File: src/design/daac_pkg.sv
package daac_pkg;

  localparam logic [1:0] MODE_DISARMED  = 2'd0;
  localparam logic [1:0] MODE_ARMED     = 2'd1;
  localparam logic [1:0] MODE_TRIGGERED = 2'd2;

  localparam int unsigned US_PER_MS = 1000;
  localparam int unsigned FRAC_MAX  = US_PER_MS - 1;
  localparam int unsigned HALF_MIN  = 2;

  // Configuration register indexes.
  localparam logic [1:0] REG_TICK_WHOLE = 2'd0;
  localparam logic [1:0] REG_TICK_FRAC  = 2'd1;
  localparam logic [1:0] REG_LOCKOUT    = 2'd2;
  localparam logic [1:0] REG_BLINK_HALF = 2'd3;

  localparam logic [7:0]  TICK_WHOLE_RESET = 8'd1;
  localparam logic [9:0]  TICK_FRAC_RESET  = 10'd24;
  localparam logic [15:0] LOCKOUT_RESET    = 16'd50;
  localparam logic [15:0] BLINK_HALF_RESET = 16'd150;

endpackage

File: src/design/debounced_alarm_arm_controller.sv
// Debounced alarm arm controller.
// Input channel (in_valid/in_ready) carries one item per sample: a timer
// tick flag and falling-edge flags for the sensor and the arm button.
// Output channel (out_valid/out_ready) returns one item for every input
// item: the alarm state, the LED drive and the millisecond clock.
// Configuration is written through cfg_we/cfg_addr/cfg_data, one register
// per cycle; the user must write it only while no item is in flight, as
// the block does not enforce this. out_valid rises in the cycle after
// acceptance, and a new item can be taken in every cycle while the output
// register is empty or being taken and no configuration pass is running.
// Each configuration write starts a pass, one bit a cycle, that refits the
// blink step and the blink position to the new settings; in_ready is low
// while the pass runs. If out_ready is low, the result stays in the output
// register and in_ready drops until it is taken.
// Synchronous reset restores the configuration defaults, clears the clock,
// the edge timestamps and the blink state, and leaves the alarm disarmed
// with no result pending.
module debounced_alarm_arm_controller (
  input  logic        clk,
  input  logic        rst,
  input  logic        cfg_we,
  input  logic [1:0]  cfg_addr,
  input  logic [15:0] cfg_data,
  input  logic        in_valid,
  output logic        in_ready,
  input  logic        tick,
  input  logic        sensor_edge,
  input  logic        arm_edge,
  output logic        out_valid,
  input  logic        out_ready,
  output logic [1:0]  alarm_state,
  output logic        led_on,
  output logic [31:0] now_ms
);
  import daac_pkg::*;

  logic [7:0]  reg_whole;
  logic [9:0]  reg_frac;
  logic [15:0] reg_lockout;
  logic [15:0] reg_half;

  logic [31:0] clock_ms;
  logic [9:0]  clock_frac_us;
  logic [31:0] last_sensor_ms;
  logic [31:0] last_button_ms;
  logic [1:0]  mode;
  logic [15:0] blink_count_ms;
  logic        blink_off_phase;
  logic [16:0] blink_pos_ms;
  logic [7:0]  tick_step;

  logic        busy;
  logic [3:0]  norm_cnt;
  logic [15:0] norm_rem_c;
  logic [7:0]  norm_rem_w;

  logic        accept;
  logic [9:0]  frac_inc;
  logic [10:0] frac_sum;
  logic        frac_carry;
  logic [9:0]  frac_next;
  logic [8:0]  delta;
  logic [31:0] clock_next;
  logic        sensor_seen;
  logic        s_event;
  logic        a_event;
  logic        enter_trig;
  logic [1:0]  mode_mid;
  logic [1:0]  mode_next;
  logic        advance;
  logic [15:0] half_eff;
  logic [16:0] half_dbl;
  logic [16:0] step_plus;
  logic [16:0] blink_step;
  logic [17:0] pos_sum;
  logic [16:0] pos_next;
  logic        phase_next;
  logic [15:0] count_next;
  logic        led_next;
  logic [15:0] norm_whole;
  logic [16:0] nc_shift;
  logic        nc_ge;
  logic [15:0] nc_new;
  logic [8:0]  nw_shift;
  logic        nw_ge;
  logic [7:0]  nw_new;
  logic [16:0] norm_pos;

  assign in_ready = !busy && (!out_valid || out_ready);
  assign accept   = in_valid && in_ready;

  always_comb begin
    frac_inc   = (reg_frac > 10'(FRAC_MAX)) ? 10'(FRAC_MAX) : reg_frac;
    frac_sum   = {1'b0, clock_frac_us} + {1'b0, frac_inc};
    frac_carry = frac_sum >= 11'(US_PER_MS);
    frac_next  = frac_carry ? 10'(frac_sum - 11'(US_PER_MS)) : frac_sum[9:0];
    delta      = {1'b0, reg_whole} + {8'd0, frac_carry};
    clock_next = tick ? clock_ms + {23'd0, delta} : clock_ms;

    // Sensor edges are dropped altogether while disarmed, timestamp included.
    sensor_seen = sensor_edge && (mode != MODE_DISARMED);
    s_event = sensor_seen && ((clock_next - last_sensor_ms) >= {16'd0, reg_lockout});
    a_event = arm_edge && ((clock_next - last_button_ms) >= {16'd0, reg_lockout});

    enter_trig = s_event && (mode == MODE_ARMED);
    mode_mid   = enter_trig ? MODE_TRIGGERED : mode;
    if (a_event) begin
      mode_next = (mode_mid == MODE_DISARMED) ? MODE_ARMED : MODE_DISARMED;
    end else begin
      mode_next = mode_mid;
    end

    // The blink state only matters if the alarm is still triggered afterwards.
    advance = tick && (mode == MODE_TRIGGERED) && (mode_next == MODE_TRIGGERED);

    half_eff = (reg_half < 16'(HALF_MIN)) ? 16'(HALF_MIN) : reg_half;
    half_dbl = {half_eff, 1'b0};

    // The blink position runs over a full period of two half periods, so a
    // tick moves it by the clock step already reduced modulo that period.
    step_plus = {9'd0, tick_step} + 17'd1;
    if (!frac_carry) begin
      blink_step = {9'd0, tick_step};
    end else if (step_plus == half_dbl) begin
      blink_step = '0;
    end else begin
      blink_step = step_plus;
    end
    pos_sum    = {1'b0, blink_pos_ms} + {1'b0, blink_step};
    pos_next   = (pos_sum >= {1'b0, half_dbl}) ? 17'(pos_sum - {1'b0, half_dbl})
                                               : pos_sum[16:0];
    phase_next = pos_next >= {1'b0, half_eff};
    count_next = phase_next ? 16'(pos_next - {1'b0, half_eff}) : pos_next[15:0];

    case (mode_next)
      MODE_DISARMED: led_next = 1'b0;
      MODE_ARMED:    led_next = 1'b1;
      MODE_TRIGGERED: begin
        if (enter_trig) begin
          led_next = 1'b1;
        end else if (advance) begin
          led_next = !phase_next;
        end else begin
          led_next = !blink_off_phase;
        end
      end
      default:       led_next = 1'b0;
    endcase

    // One restoring step for the count modulo the half period and one for
    // the whole step modulo the full period.
    norm_whole = {8'd0, reg_whole};
    nc_shift   = {norm_rem_c, blink_count_ms[norm_cnt]};
    nc_ge      = nc_shift >= {1'b0, half_eff};
    nc_new     = nc_ge ? 16'(nc_shift - {1'b0, half_eff}) : nc_shift[15:0];
    nw_shift   = {norm_rem_w, norm_whole[norm_cnt]};
    nw_ge      = {8'd0, nw_shift} >= half_dbl;
    nw_new     = nw_ge ? 8'({8'd0, nw_shift} - half_dbl) : nw_shift[7:0];
    // The parity of the last quotient bit tells which half the count lands in.
    norm_pos   = (blink_off_phase ^ nc_ge) ? {1'b0, half_eff} + {1'b0, nc_new}
                                           : {1'b0, nc_new};
  end

  always_ff @(posedge clk) begin
    if (rst) begin
      reg_whole   <= TICK_WHOLE_RESET;
      reg_frac    <= TICK_FRAC_RESET;
      reg_lockout <= LOCKOUT_RESET;
      reg_half    <= BLINK_HALF_RESET;
    end else if (cfg_we) begin
      case (cfg_addr)
        REG_TICK_WHOLE: reg_whole   <= cfg_data[7:0];
        REG_TICK_FRAC:  reg_frac    <= cfg_data[9:0];
        REG_LOCKOUT:    reg_lockout <= cfg_data;
        REG_BLINK_HALF: reg_half    <= cfg_data;
        default: ;
      endcase
    end
  end

  always_ff @(posedge clk) begin
    if (rst) begin
      clock_ms        <= '0;
      clock_frac_us   <= '0;
      last_sensor_ms  <= '0;
      last_button_ms  <= '0;
      mode            <= MODE_DISARMED;
      blink_count_ms  <= '0;
      blink_off_phase <= 1'b0;
      blink_pos_ms    <= '0;
      // The default whole step is already shorter than a full blink period.
      tick_step       <= TICK_WHOLE_RESET;
      busy            <= 1'b0;
      out_valid       <= 1'b0;
    end else begin
      if (accept) begin
        out_valid <= 1'b1;
      end else if (out_ready) begin
        out_valid <= 1'b0;
      end

      if (cfg_we) begin
        busy       <= 1'b1;
        norm_cnt   <= 4'd15;
        norm_rem_c <= '0;
        norm_rem_w <= '0;
      end else if (busy) begin
        norm_rem_c <= nc_new;
        norm_rem_w <= nw_new;
        norm_cnt   <= norm_cnt - 4'd1;
        if (norm_cnt == 4'd0) begin
          blink_pos_ms <= norm_pos;
          tick_step    <= nw_new;
          busy         <= 1'b0;
        end
      end

      if (accept) begin
        if (tick) begin
          clock_frac_us <= frac_next;
          clock_ms      <= clock_next;
        end
        if (sensor_seen) begin
          last_sensor_ms <= clock_next;
        end
        if (arm_edge) begin
          last_button_ms <= clock_next;
        end
        mode        <= mode_next;
        alarm_state <= mode_next;
        now_ms      <= clock_next;
        led_on      <= led_next;

        if (enter_trig) begin
          blink_count_ms  <= '0;
          blink_off_phase <= 1'b0;
          blink_pos_ms    <= '0;
        end else if (advance) begin
          blink_count_ms  <= count_next;
          blink_off_phase <= phase_next;
          blink_pos_ms    <= pos_next;
        end
      end
    end
  end

endmodule

File: config.mk
export PLATFORM = sky130hd
export DESIGN_NAME = debounced_alarm_arm_controller
export DESIGN_NICKNAME = d
export VERILOG_FILES = /design/src/design/daac_pkg.sv /design/src/design/debounced_alarm_arm_controller.sv
export SDC_FILE = /design/constraint.sdc
export NUM_CORES = 1
export LEC_CHECK = 0
export ABC_AREA = 1
export BUFFER_PORTS_ARGS = -buffer_cell sky130_fd_sc_hd__buf_2
export CORE_MARGIN = 3
export CORE_UTILIZATION = 30
export CTS_CLUSTER_SIZE = 12
export DETAILED_ROUTE_END_ITERATION = 6
export PLACE_DENSITY_LB_ADDON = 0.3
export SYNTH_ARGS = -nofsm -noshare
export SYNTH_HDL_FRONTEND = slang
export SYNTH_SLANG_ARGS = --single-unit
File: constraint.sdc
create_clock -name clk -period 9.9 [get_ports clk]
set_clock_uncertainty 0.1 [all_clocks]
set_input_delay 0.495 -clock clk [delete_from_list [all_inputs] [get_ports clk]]
set_output_delay 0.495 -clock clk [all_outputs]
set_load 0.05 [all_outputs]
==> results of run 1 <==
## metal layers
| metal | track usage | vias to the layer above |
|---|---|---|
| met3 | 0.0321 | 95 |
| met4 | 0.0436 | 2 |
| met5 | 0 | - |
| met1 | 0.273 | 9954 |
| li1 | - | 11200 |
| met2 | 0.284 | 499 |
## flip-flops by register name (all words and copies together) (netlist names), 2 cells and up
| signal | cells |
|---|---|
| clock_ms | 32 |
| last_button_ms | 32 |
| last_sensor_ms | 32 |
| now_ms | 32 |
| blink_pos_ms | 17 |
| blink_count_ms | 16 |
| norm_rem_c | 16 |
| reg_half | 16 |
| reg_lockout | 16 |
| clock_frac_us | 10 |
| reg_frac | 10 |
| norm_rem_w | 8 |
| reg_whole | 8 |
| tick_step | 8 |
| norm_cnt | 4 |
| alarm_state | 2 |
| mode | 2 |
## power groups by stage
stage | clock [mW] | combinational (mW) | sequential, mW
2_1_floorplan | 0 | 1.08 | 1.24
3_3_place_gp | 0 | 1.47 | 1.23
3_5_place_dp | 0 | 1.47 | 1.23
4_1_cts | 1.42 | 1.48 | 1.21
5_1_grt | 1.46 | 1.71 | 1.21
6_report | 1.38 | 1.50 | 1.21
## stage by stage
step / area (µm²) / power (mW) / hold slack [ns] / cells / util
after CTS: 24900 / 4.11 / 0.120 / 4454 / 0.340
after detailed placement: 23600 / 2.70 / 0.351 / 4388 / 0.323
final: 25000 / 4.09 / 0.143 / 4459 / 0.342
after floorplan: 22200 / 2.32 / 0.330 / 3426 / -
after global routing: 25000 / 4.38 / 0.146 / 4459 / 0.342
after global placement: 23600 / 2.70 / 0.350 / 4388 / 0.323
## worst max-delay path: cells and delay by family (launching register included)
| kind | cells | cell delay (ns) |
|---|---|---|
| and+or+nand+nor | 30 | 3.32 |
| adders and majority gates | 7 | 2.01 |
| buffers and inverters | 14 | 1.42 |
| AOI/OAI and AO/OA | 7 | 1.05 |
| xor gates and xnor gates | 3 | 0.56 |
| DFF | 1 | 0.34 |
## worst max-delay path by stage
stage | start | to | slack [ns] | depth (start not counted)
after global placement | reg_frac[9] | led_on | 0.70 | 51
final | reg_frac[9] | blink_count_ms[14] | 0.90 | 61
after detailed placement | reg_frac[9] | blink_count_ms[14] | 0.50 | 58
after CTS | reg_frac[9] | blink_count_ms[14] | 0.42 | 58
after floorplan | reg_frac[4] | blink_pos_ms[10] | 1.86 | 53
after global routing | reg_frac[9] | blink_count_ms[14] | -0.02 | 59
## cell usage in the layout (no fill, tap or decap), types with 8 or more instances in the layout
cell type | Yosys | layout
buf_4 | 0 | 48
xor2_1 | 90 | 87
nand2_2 | 14 | 16
ha_1 | 198 | 196
nor2_1 | 252 | 247
nand2_1 | 849 | 846
a21oi_1 | 315 | 315
edfxtp_1 | 63 | 63
clkbuf_8 | 0 | 9
nand3_1 | 154 | 154
a31oi_1 | 13 | 13
nor3_1 | 44 | 42
xnor2_1 | 44 | 43
o21a_1 | 8 | 8
nand3b_1 | 15 | 15
fa_1 | 11 | 11
buf_2 | 15 | 61
nand4_1 | 61 | 61
a21o_1 | 16 | 16
o211ai_1 | 14 | 14
o21bai_1 | 19 | 19
or2_2 | 10 | 10
o21ai_0 | 271 | 271
nor2_2 | 6 | 8
clkbuf_16 | 0 | 38
dfxtp_1 | 202 | 202
inv_1 | 590 | 589
## repair_timing
item	CTS	global route
gates resized for setup	0	18
endpoints found under the setup margin	0	35
setup buffers	0	5
## area by class of cell
| type | count | share of cell area |
|---|---|---|
| repair buffers | 109 | 0.0266 |
| flip-flops and latches | 265 | 0.238 |
| clock inverters | 12 | 0.00596 |
| multi-input cells | 2466 | 0.549 |
| well taps | 959 | 0.0480 |
| clock buffers | 54 | 0.0441 |
| inverters | 594 | 0.0893 |
## cell families after synthesis
family | count (synthesis) | share of synthesized area
simple gates | 1429 | 0.271
flops | 265 | 0.268
buf+inv | 695 | 0.119
compound gates | 692 | 0.167
mux | 2 | 0.000902
fa+ha+maj | 209 | 0.122
xor+xnor | 134 | 0.0529
==> impl_results.md, run 1 <==
* Worst setup SP type: flop
* Die area at 77,300 µm²
* Via Count at 21,700
* Die height at 278 µm
* Yosys Warn Count at 0
* Via count of the first global-routing pass at 20,400
* Switching pwr at 1.57 mW
* Endpoints failing hold at 0
* CTS buffer count at 36
* Post-synth design cell area at 22,200 µm²
* Worst-skew pair later-pin latency at 0.56 ns
* Avg Inst Size Synth at 6.48 µm²
* Area grow syn2layout at 12.6%
* Antenna Cells at 0
* Clock Path Buffers at 3
* Final setup violating endpoints at 0
* Largest cells by area after synthesis: dfxtp_1 18%, nand2_1 14%, ha_1 11%
* Post-route setup slack at 0.901 ns
* Global route overflow at 0
* Layout cells sized above 1 at 0.0651
* First-pass GRT wire length at 114,000 µm
* Power share of the combinational group at 0.366
* WL/cell at 16.6 µm
* Max_cap viols at 0
* Initial drt markers at 1,436
* DR top layer: met5
* Vias per cell at 4.87
* Synth unique cells at 51
* Post-synth top area share at 0.182
* Status: finished clean
* Multi-input logic area at 13,700 µm²
* Pwr Density at 164 nW/µm²
* Pint at 2.52 mW
* Die width at 278 µm
* GPL Wtd Cong at 0.952
* Switching part of the total at 0.383
* Number of I/O pins at 63
* Max-slew violation count at 0
* Hold endpoint: reg_lockout[5]
* CTS tree: built
* Final min period at 9.00 ns
* Mapped Nets at 3,661
* Hold-fix buffers at CTS at 0
* Top FF cell, synth: dfxtp_1
* Number of synthesized flops with an enable pin at 63
* Overall Global Routing Usage at 0.186
* Wire length on met2 at 30,700 µm
* Post-DP HPWL at 58,300 µm
* WS Path Type: flop to flop
* R2R Path Start: reg_frac[9]
* Clock power share at 0.339
* R2r setup slk at 0.90 ns
* Sequential fraction of design power at 0.295
* Slowest CP cell: fa_1
* Cells after synthesis at 3,426
* Asr flop ratio synth at 0
* Clock transition at path regs at 0.06 ns
* Fillers at 8,040
* Pre-CTS setup slack at 0.497 ns
* CP peak stage delay at 0.41 ns
* #FFs+latches synth at 265
* Initial antenna violation count at 1
* Pre-Repair DR Iteration Count at 6
* Part of the cycle the worst path needs at 0.909
* P_leak at 12.6 nW
* Hold path depth at 3
* Crit path capture type: flop
* Drt total wl at 73,900 µm
* Starting Density at 0.304
* Worst hold path class: input pin to flop
* Total core area at 73,100 µm²
* Setup TNS at 0 ns
* Arrival time worst endpoint at 9.31 ns
* Peak VDD IR at 0.000122 V
* DRT antenna net count at 0
* Synth top cells by count: 849 x nand2_1, 590 x inv_1, 315 x a21oi_1
* Largest net degree at the start of global routing at 105
* Rel. slew slack at 0.266
* Data required, critical path at 10.21 ns
* Largest area contributor in the netlist: dfxtp_1
* Reg2reg path depth at 61
* Slew of the pin with the lowest slew margin at 1.10 ns
* Port bufs at 62
* Seq/Total Area, Yosys at 0.268
* Wl on met1 at 37,200 µm
* Seq. cell area at 5940 µm²
* Residual DRC at 0
* F_max at 111 MHz
* Maximum fanout along the worst path at 17
* Rows at 99
* Critical path's most frequent cell: nand2_1
* Most common cell in the synthesized netlist: nand2_1
* H-tree depth at 2
* Root Driver: clkbuf_16
* CTS sink cnt at 265
* Routed met3 length at 4440 µm
* Layout net count at 3,707
* Reg-to-reg endpoint: blink_count_ms[14]
* Hold_sp: cfg_data[5]
No activity file was read; power rests on OpenSTA's default activity.
==> inputs of run 2 (changes only) <==
--- a/config.mk
+++ b/config.mk
@@ -6,11 +6,11 @@
 export NUM_CORES = 1
 export LEC_CHECK = 0
 export ABC_AREA = 1
-export BUFFER_PORTS_ARGS = -buffer_cell sky130_fd_sc_hd__buf_2
 export CORE_MARGIN = 3
-export CORE_UTILIZATION = 30
+export CORE_UTILIZATION = 40
 export CTS_CLUSTER_SIZE = 12
 export DETAILED_ROUTE_END_ITERATION = 6
+export DONT_BUFFER_PORTS = 1
 export PLACE_DENSITY_LB_ADDON = 0.3
 export SYNTH_ARGS = -nofsm -noshare
 export SYNTH_HDL_FRONTEND = slang
==> constraint.sdc (replaced) <==
create_clock -name clk -period 8.3 [get_ports clk]
set_clock_uncertainty 0.1 [all_clocks]
set_input_delay 0.415 -clock clk [delete_from_list [all_inputs] [get_ports clk]]
set_output_delay 0.415 -clock clk [all_outputs]
set_load 0.05 [all_outputs]
==> run 2 against run 1 <==
- design area increased by 5.9%
- core utilization increased by 15 points
- die area decreased by 24%
- fmax increased by 10%
- sequential power increased by 21%
- sequential cell count unchanged
- wire length decreased by 0.18%
- hold slack got worse by 0.12 ns
- worst setup slack got worse by 0.75 ns
- count of clock-buffer cells in the layout decreased by 8
- via count increased by 4.0%
- global-route usage increased by 5.3 points
- critical path type unchanged
==> impl_results.md, run 2 (synthesis results as in run 1) <==
* Via Count at 22,600 (+4.0%)
* Critical path's most frequent cell: nand2_1
* Part of the cycle the worst path needs at 0.982 (+0.0728)
* Commonest non-fill, non-tap cell in the layout: nand2_1
* Reg-to-reg endpoint: blink_count_ms[10]
* Hold endpoint: out_valid
* CP peak stage delay at 0.42 ns (about the same)
* Area after DPL at 23,600 µm² (+0.14%)
* Layout net count at 3,785 (+2.1%)
* Peak VDD IR at 0.000182 V (+49%)
* Crit path capture type: flop
* R2r setup slk at 0.15 ns (-0.75 ns)
* Post-DP HPWL at 55,800 µm (-4.2%)
* Most frequent cells in the layout: 782 x nand2_1, 574 x inv_1, 300 x a21oi_1, 249 x o21ai_0, 230 x nor2_1
* Die area at 58,300 µm² (-24%)
* GPL Wtd Cong at 1.01 (+5.8%)
* Hold path depth at 5 (+2)
* Starting Density at 0.408 (+0.105)
* CTS buffer count at 31 (-14%)
* Initial drt markers at 1,893 (+32%)
* First-pass GRT wire length at 112,000 µm (-1.3%)
* Port bufs at 0 (-100%)
* Vias per cell at 5.24 (+7.4%)
* Clock transition at path regs at 0.06 ns (about the same)
* Die height at 242 µm (-13%)
* Global route overflow at 0 (unchanged)
* Total core area at 54,300 µm² (-26%)
* DRT antenna net count at 0 (unchanged)
* H-tree depth at 1 (-1)
* Hold_sp: out_ready
* Max-slew violation count at 0 (unchanged)
* Final Util at 0.487 (+0.145)
* Initial antenna violation count at 2 (+1)
* Worst hold path class: input pin to flop
* Residual DRC at 0 (unchanged)
* R2R Path Start: reg_frac[3]
* Area grow syn2layout at 19.3%
* Slew of the pin with the lowest slew margin at 1.05 ns (-0.0448 ns)
* Layout cells sized above 1 at 0.119 (+0.0543)
* Post-route non-filler standard cell count at 4,315 (-3.2%)
* Post-placement cell count at 4,182 (-4.7%)
* CTS sink cnt at 265 (unchanged)
* F_max at 123 MHz (+10%)
* Root Driver: clkbuf_16
* Rel. slew slack at 0.296 (+0.0299)
* Worst setup SP type: flop
* Arrival time worst endpoint at 8.58 ns (-0.73 ns)
* Setup TNS at 0 ns (unchanged)
* Max_cap viols at 0 (unchanged)
* Final setup violating endpoints at 0 (unchanged)
* Drt total wl at 73,800 µm (-0.18%)
* Worst-skew pair later-pin latency at 0.60 ns (+0.04 ns)
* Status: finished clean
* Overall Global Routing Usage at 0.239 (+0.0531)
* Data required, critical path at 8.73 ns (-1.48 ns)
* Fin area at 26,500 µm² (+5.9%)
* Via count of the first global-routing pass at 20,300 (-0.43%)
* Die width at 242 µm (-13%)
* Final min period at 8.15 ns (-0.850 ns)
* Pre-Repair DR Iteration Count at 6 (unchanged)
* Clock Path Buffers at 3 (unchanged)
* Number of I/O pins at 63 (unchanged)
* P_leak at 13.2 nW (+4.8%)
* Largest net degree at the start of global routing at 74 (-30%)
* Design Power at 4.85 mW (+19%)
* Slowest CP cell: fa_2
* Unrepaired setup endpoints after global routing: true
* Pwr Density at 183 nW/µm² (+12%)
* Fillers at 5,453 (-32%)
* Reg2reg path depth at 57 (-6.6%)
* CTS tree: built
* Maximum fanout along the worst path at 7 (-10)
* Endpoints failing hold at 0 (unchanged)
* WL/cell at 17.1 µm (+3.1%)
* Rows at 85 (-14%)
* WS Path Type: flop to flop
-- run 2: changes by cell type in the layout (fill, tap and decap cells not counted), moves of 17 or more --
cell,before,now
buf_4,48,132
nand2_1,846,782
buf_2,61,0
nand2_2,16,68
dlygate4sd3_1,0,42
ha_1,196,172
o21ai_0,271,249
ha_4,0,17
nor2_1,247,230
o21ai_1,5,22
-- run 2: repair_timing --
action / in CTS / in global routing
hold endpoints to repair: 161 / 0
resized for setup: 10 / 239
buffers inserted: 3 / 21
endpoints found under the setup margin: 35 / 35
hold buffers: 44 / 0
pin swaps: 3 / 65
gates cloned: 0 / 6
-- run 2: through the flow --
step                      setup WS, ns  hold slack (ns)
after floorplan                  0.255            0.330
after global placement         -0.0318            0.345
after detailed placement        -0.185            0.349
after CTS                    0.0000773          0.00193
after global routing            -0.377           0.0227
final                            0.151           0.0211
-- run 2: routing by layer --
metal  vias to the layer above  GRT usage  part of all wire
met5                         -          0           0.00018
met1                     10400      0.365              0.47
li1                      11400          -                 -
met2                       765      0.357              0.42
met4                         2     0.0452             0.018
met3                        82     0.0358             0.091
-- run 2: cell type report --
type / instances / area (µm²) / share of cell area
antenna: 1 / 2.50 / 0.0000945
clock buffer: 46 / 947 / 0.0358
clock inverter: 12 / 155 / 0.00586
inverter: 594 / 2230 / 0.0843
multi-input combinational: 2466 / 14500 / 0.548
sequential: 265 / 5940 / 0.224
tap: 739 / 925 / 0.0349
timing repair buffer: 192 / 1760 / 0.0663
-- run 2: worst max-delay path: cells and delay by family, from the launching register on --
kind / cells / cell delay (ns)
simple gates: 27 / 2.87
xor+xnor: 3 / 0.47
compound gates: 9 / 1.37
buf+inv: 11 / 1.02
flops: 1 / 0.33
fa+ha+maj: 7 / 1.94
-- run 2: power breakdown --
part	internal, mW	switching, mW	total (mW)
Combinational	0.698	1.20	1.90
Clock	0.887	0.593	1.48
Sequential	1.40	0.0722	1.47
-- run 2: worst max-delay path by stage --
stage | start | cells past startpoint | to
finish | reg_frac[3] | 57 | blink_count_ms[10]
global route | reg_frac[3] | 57 | blink_count_ms[14]
CTS | reg_frac[9] | 57 | blink_pos_ms[12]
detailed placement | reg_frac[9] | 60 | blink_count_ms[14]
global placement | reg_frac[9] | 59 | blink_count_ms[14]
floorplan | reg_frac[4] | 53 | blink_pos_ms[10]
==> inputs of run 3 (changes only) <==
--- a/config.mk
+++ b/config.mk
@@ -5,7 +5,6 @@
 export SDC_FILE = /design/constraint.sdc
 export NUM_CORES = 1
 export LEC_CHECK = 0
-export ABC_AREA = 1
 export CORE_MARGIN = 3
 export CORE_UTILIZATION = 40
 export CTS_CLUSTER_SIZE = 12
==> run 3 against run 2 <==
- the flow now finishes with violations (negative setup slack)
- final cell count fell by 8.2%
- non-clock buffer count rose by 552
- worst setup slack got worse by 2.1 ns
- die area fell by 7.0%
- critical path depth fell by 11
- clock power rose by 11%
- via count fell by 3.3%
- fmax fell by 21%
- register-to-register slack got worse by 2.1 ns
- wire length rose by 1.5%
- critical endpoint is now blink_pos_ms[12]
- largest cell class unchanged
==> impl_results.md, run 3 <==
* Vias per cell at 5.52 (+5.4%)
* Post-route setup slack at -1.96 ns (-2.11 ns)
* Synth unique cells at 81 (+59%)
* Die height at 233 µm (-3.6%)
* Largest area contributor in the netlist: dfxtp_1
* Asr flop ratio synth at 0 (unchanged)
* Fin area at 29,100 µm² (+9.9%)
* Area after DPL at 25,400 µm² (+7.6%)
* R2R Path Start: reg_frac[4]
* Unrepaired setup endpoints after global routing: true
* H-tree depth at 2 (+1)
* Max_cap viols at 0 (unchanged)
* Maximum fanout along the worst path at 6 (-1)
* Worst Setup SP: reg_frac[4]
* Initial drt markers at 1,555 (-18%)
* Clock Path Buffers at 3 (unchanged)
* Layout cells sized above 1 at 0.251 (+0.132)
* Part of the cycle the worst path needs at 1.24 (+0.254)
* Area grow syn2layout at 41.3%
* Port bufs at 0 (unchanged)
* F_max at 97.5 MHz (-21%)
* Die width at 233 µm (-3.6%)
* Layout net count at 3,494 (-7.7%)
* Final min period at 10.26 ns (+2.11 ns)
* Final setup violating endpoints at 39 (+39)
* Data required, critical path at 8.65 ns (-0.08 ns)
* DRT antenna net count at 0 (unchanged)
* Reg-to-reg endpoint: blink_pos_ms[12]
* Avg Inst Size Synth at 7.92 µm² (+22%)
* Rows at 82 (-3.5%)
* Pwr Density at 152 nW/µm² (-17%)
* Via Count at 21,900 (-3.3%)
* Reg2reg path depth at 46 (-19%)
* First-pass GRT wire length at 115,000 µm (+2.1%)
* Slew of the pin with the lowest slew margin at 1.07 ns (+0.0200 ns)
* Most common cell in the synthesized netlist: nand2_1
* Cells after synthesis at 2,600 (-24%)
* Final Util at 0.576 (+0.0892)
* Commonest non-fill, non-tap cell in the layout: buf_4
* Die area at 54,200 µm² (-7.0%)
* Slowest CP cell: or4_4
* Crit. path cell count at 46 (-19%)
* Design Power at 4.42 mW (-9.0%)
* Seq/Total Area, Yosys at 0.288 (+0.0208)
* CTS sink cnt at 265 (unchanged)
* Worst setup SP type: flop
* Arrival time worst endpoint at 10.61 ns (+2.03 ns)
* Global route overflow at 0 (unchanged)
* Clock transition at path regs at 0.06 ns (about the same)
* Largest cells by area after synthesis: dfxtp_1 20%, ha_1 12%, edfxtp_1 9.2%
* Endpoints failing hold at 0 (unchanged)
* Worst-skew pair later-pin latency at 0.56 ns (-0.04 ns)
* Initial antenna violation count at 3 (+1)
* R2r setup slk at -1.96 ns (-2.11 ns)
* Via count of the first global-routing pass at 21,200 (+4.5%)
* CTS tree: built
* Number of I/O pins at 63 (unchanged)
* CP bufs+invs at 3 (-8)
* Crit path capture type: flop
* Residual DRC at 0 (unchanged)
* Synth top cells by count: 281 x nand2_1, 255 x nor2_1, 203 x a21oi_1
* Status: finished with violations
* Post-DP HPWL at 55,000 µm (-1.5%)
* Root Driver: clkbuf_16
* Crit path max-delay family: compound AO/OA/AOI/OAI gates
* Mapped Nets at 2,835 (-23%)
* CP peak stage delay at 0.55 ns (+0.13 ns)
* Largest net degree at the start of global routing at 151 (+100%)
* Rel. slew slack at 0.282 (-0.0143)
* Worst hold path class: input pin to flop
* CTS buffer count at 36 (+16%)
* Overall Global Routing Usage at 0.267 (+0.0281)
* Critical path's most frequent cell: a21oi_2
* Post-synth design cell area at 20,600 µm² (-7.2%)
* Most frequent cells in the layout: 578 x buf_4, 273 x nand2_1, 249 x nor2_1, 201 x dfxtp_1, 189 x a21oi_1
* Number of synthesized flops with an enable pin at 63 (unchanged)
* Peak VDD IR at 0.000152 V (-16%)
* GPL Wtd Cong at 0.937 (-7.0%)
* Failing checks: negative setup slack
* WS Path Type: flop to flop
* Total core area at 50,500 µm² (-7.1%)
* Yosys Warn Count at 0 (unchanged)
* #FFs+latches synth at 265 (unchanged)
* WL/cell at 18.9 µm (+11%)
* P_leak at 13.2 nW (+0.52%)
* Pre-Repair DR Iteration Count at 7 (+1)
* Starting Density at 0.408 (about the same)
* Drt total wl at 74,900 µm (+1.5%)
* Top FF cell, synth: dfxtp_1
* Post-synth top area share at 0.196 (+0.0141)
* Worst Setup EP: blink_pos_ms[12]
* Max-slew violation count at 0 (unchanged)
run 3: logic make-up after synthesis:
logic type	count (synthesis)	synth area share
AO/OA/AOI/OAI	692	0.217
XOR/XNOR	173	0.0736
adder cells (fa/ha/maj)	209	0.131
buffers and inverters	322	0.0597
flip-flops	265	0.288
multiplexers	55	0.0313
AND/OR/NAND/NOR	884	0.199
run 3: area by class of cell:
cell class | count | area (µm²)
Sequential cell | 265 | 5940
Multi-Input combinational cell | 2018 | 14200
Inverter | 194 | 728
Tap cell | 672 | 841
Fill cell | 4482 | 21400
Timing Repair Buffer | 744 | 6090
Clock inverter | 24 | 246
Clock buffer | 42 | 996
Antenna cell | 1 | 2.50
run 3: stage by stage:
| step | TNS (ns) | hold slack (ns) | std cells | worst slack [ns] |
|---|---|---|---|---|
| floorplan | -58.78 | 0.328 | 2600 | -1.71 |
| global placement | -63.17 | 0.344 | 3710 | -1.80 |
| detailed placement | -72.64 | 0.347 | 3710 | -2.09 |
| CTS | -69.58 | 0.0104 | 3938 | -1.95 |
| global route | -82.12 | 0.0584 | 3959 | -2.28 |
| finish | -68.79 | 0.130 | 3960 | -1.96 |
run 3: timing repair:
action,4_1_cts,5_1_grt
hold endpoints to repair,196,0
pin swaps,11,39
endpoints found under the setup margin,39,39
resized for setup,17,112
hold buffers,155,0
setup buffers,3,18
gates cloned,4,3
run 3: worst min-delay path by stage:
stage	startpoint	endpoint	slack (ns)	cells after the start
floorplan	blink_count_ms[1]	blink_count_ms[1]	0.33	2
global placement	reg_lockout[9]	reg_lockout[9]	0.34	2
detailed placement	reg_lockout[9]	reg_lockout[9]	0.35	2
CTS	rst	now_ms[0]	0.01	1
global route	rst	now_ms[0]	0.06	1
finish	cfg_we	norm_rem_c[13]	0.13	2
run 3: where the power goes:
group / switching, mW / total, mW / internal [mW]
Combinational: 0.712 / 1.34 / 0.626
Clock: 0.655 / 1.65 / 0.992
Sequential: 0.0562 / 1.43 / 1.37
Total: 1.42 / 4.42 / 2.99
run 3: routing by layer:
layer	wire length [µm]	global-route usage
met1	32900	0.357
met2	33700	0.425
met3	5640	0.0580
met4	2630	0.0958
met5	22	0
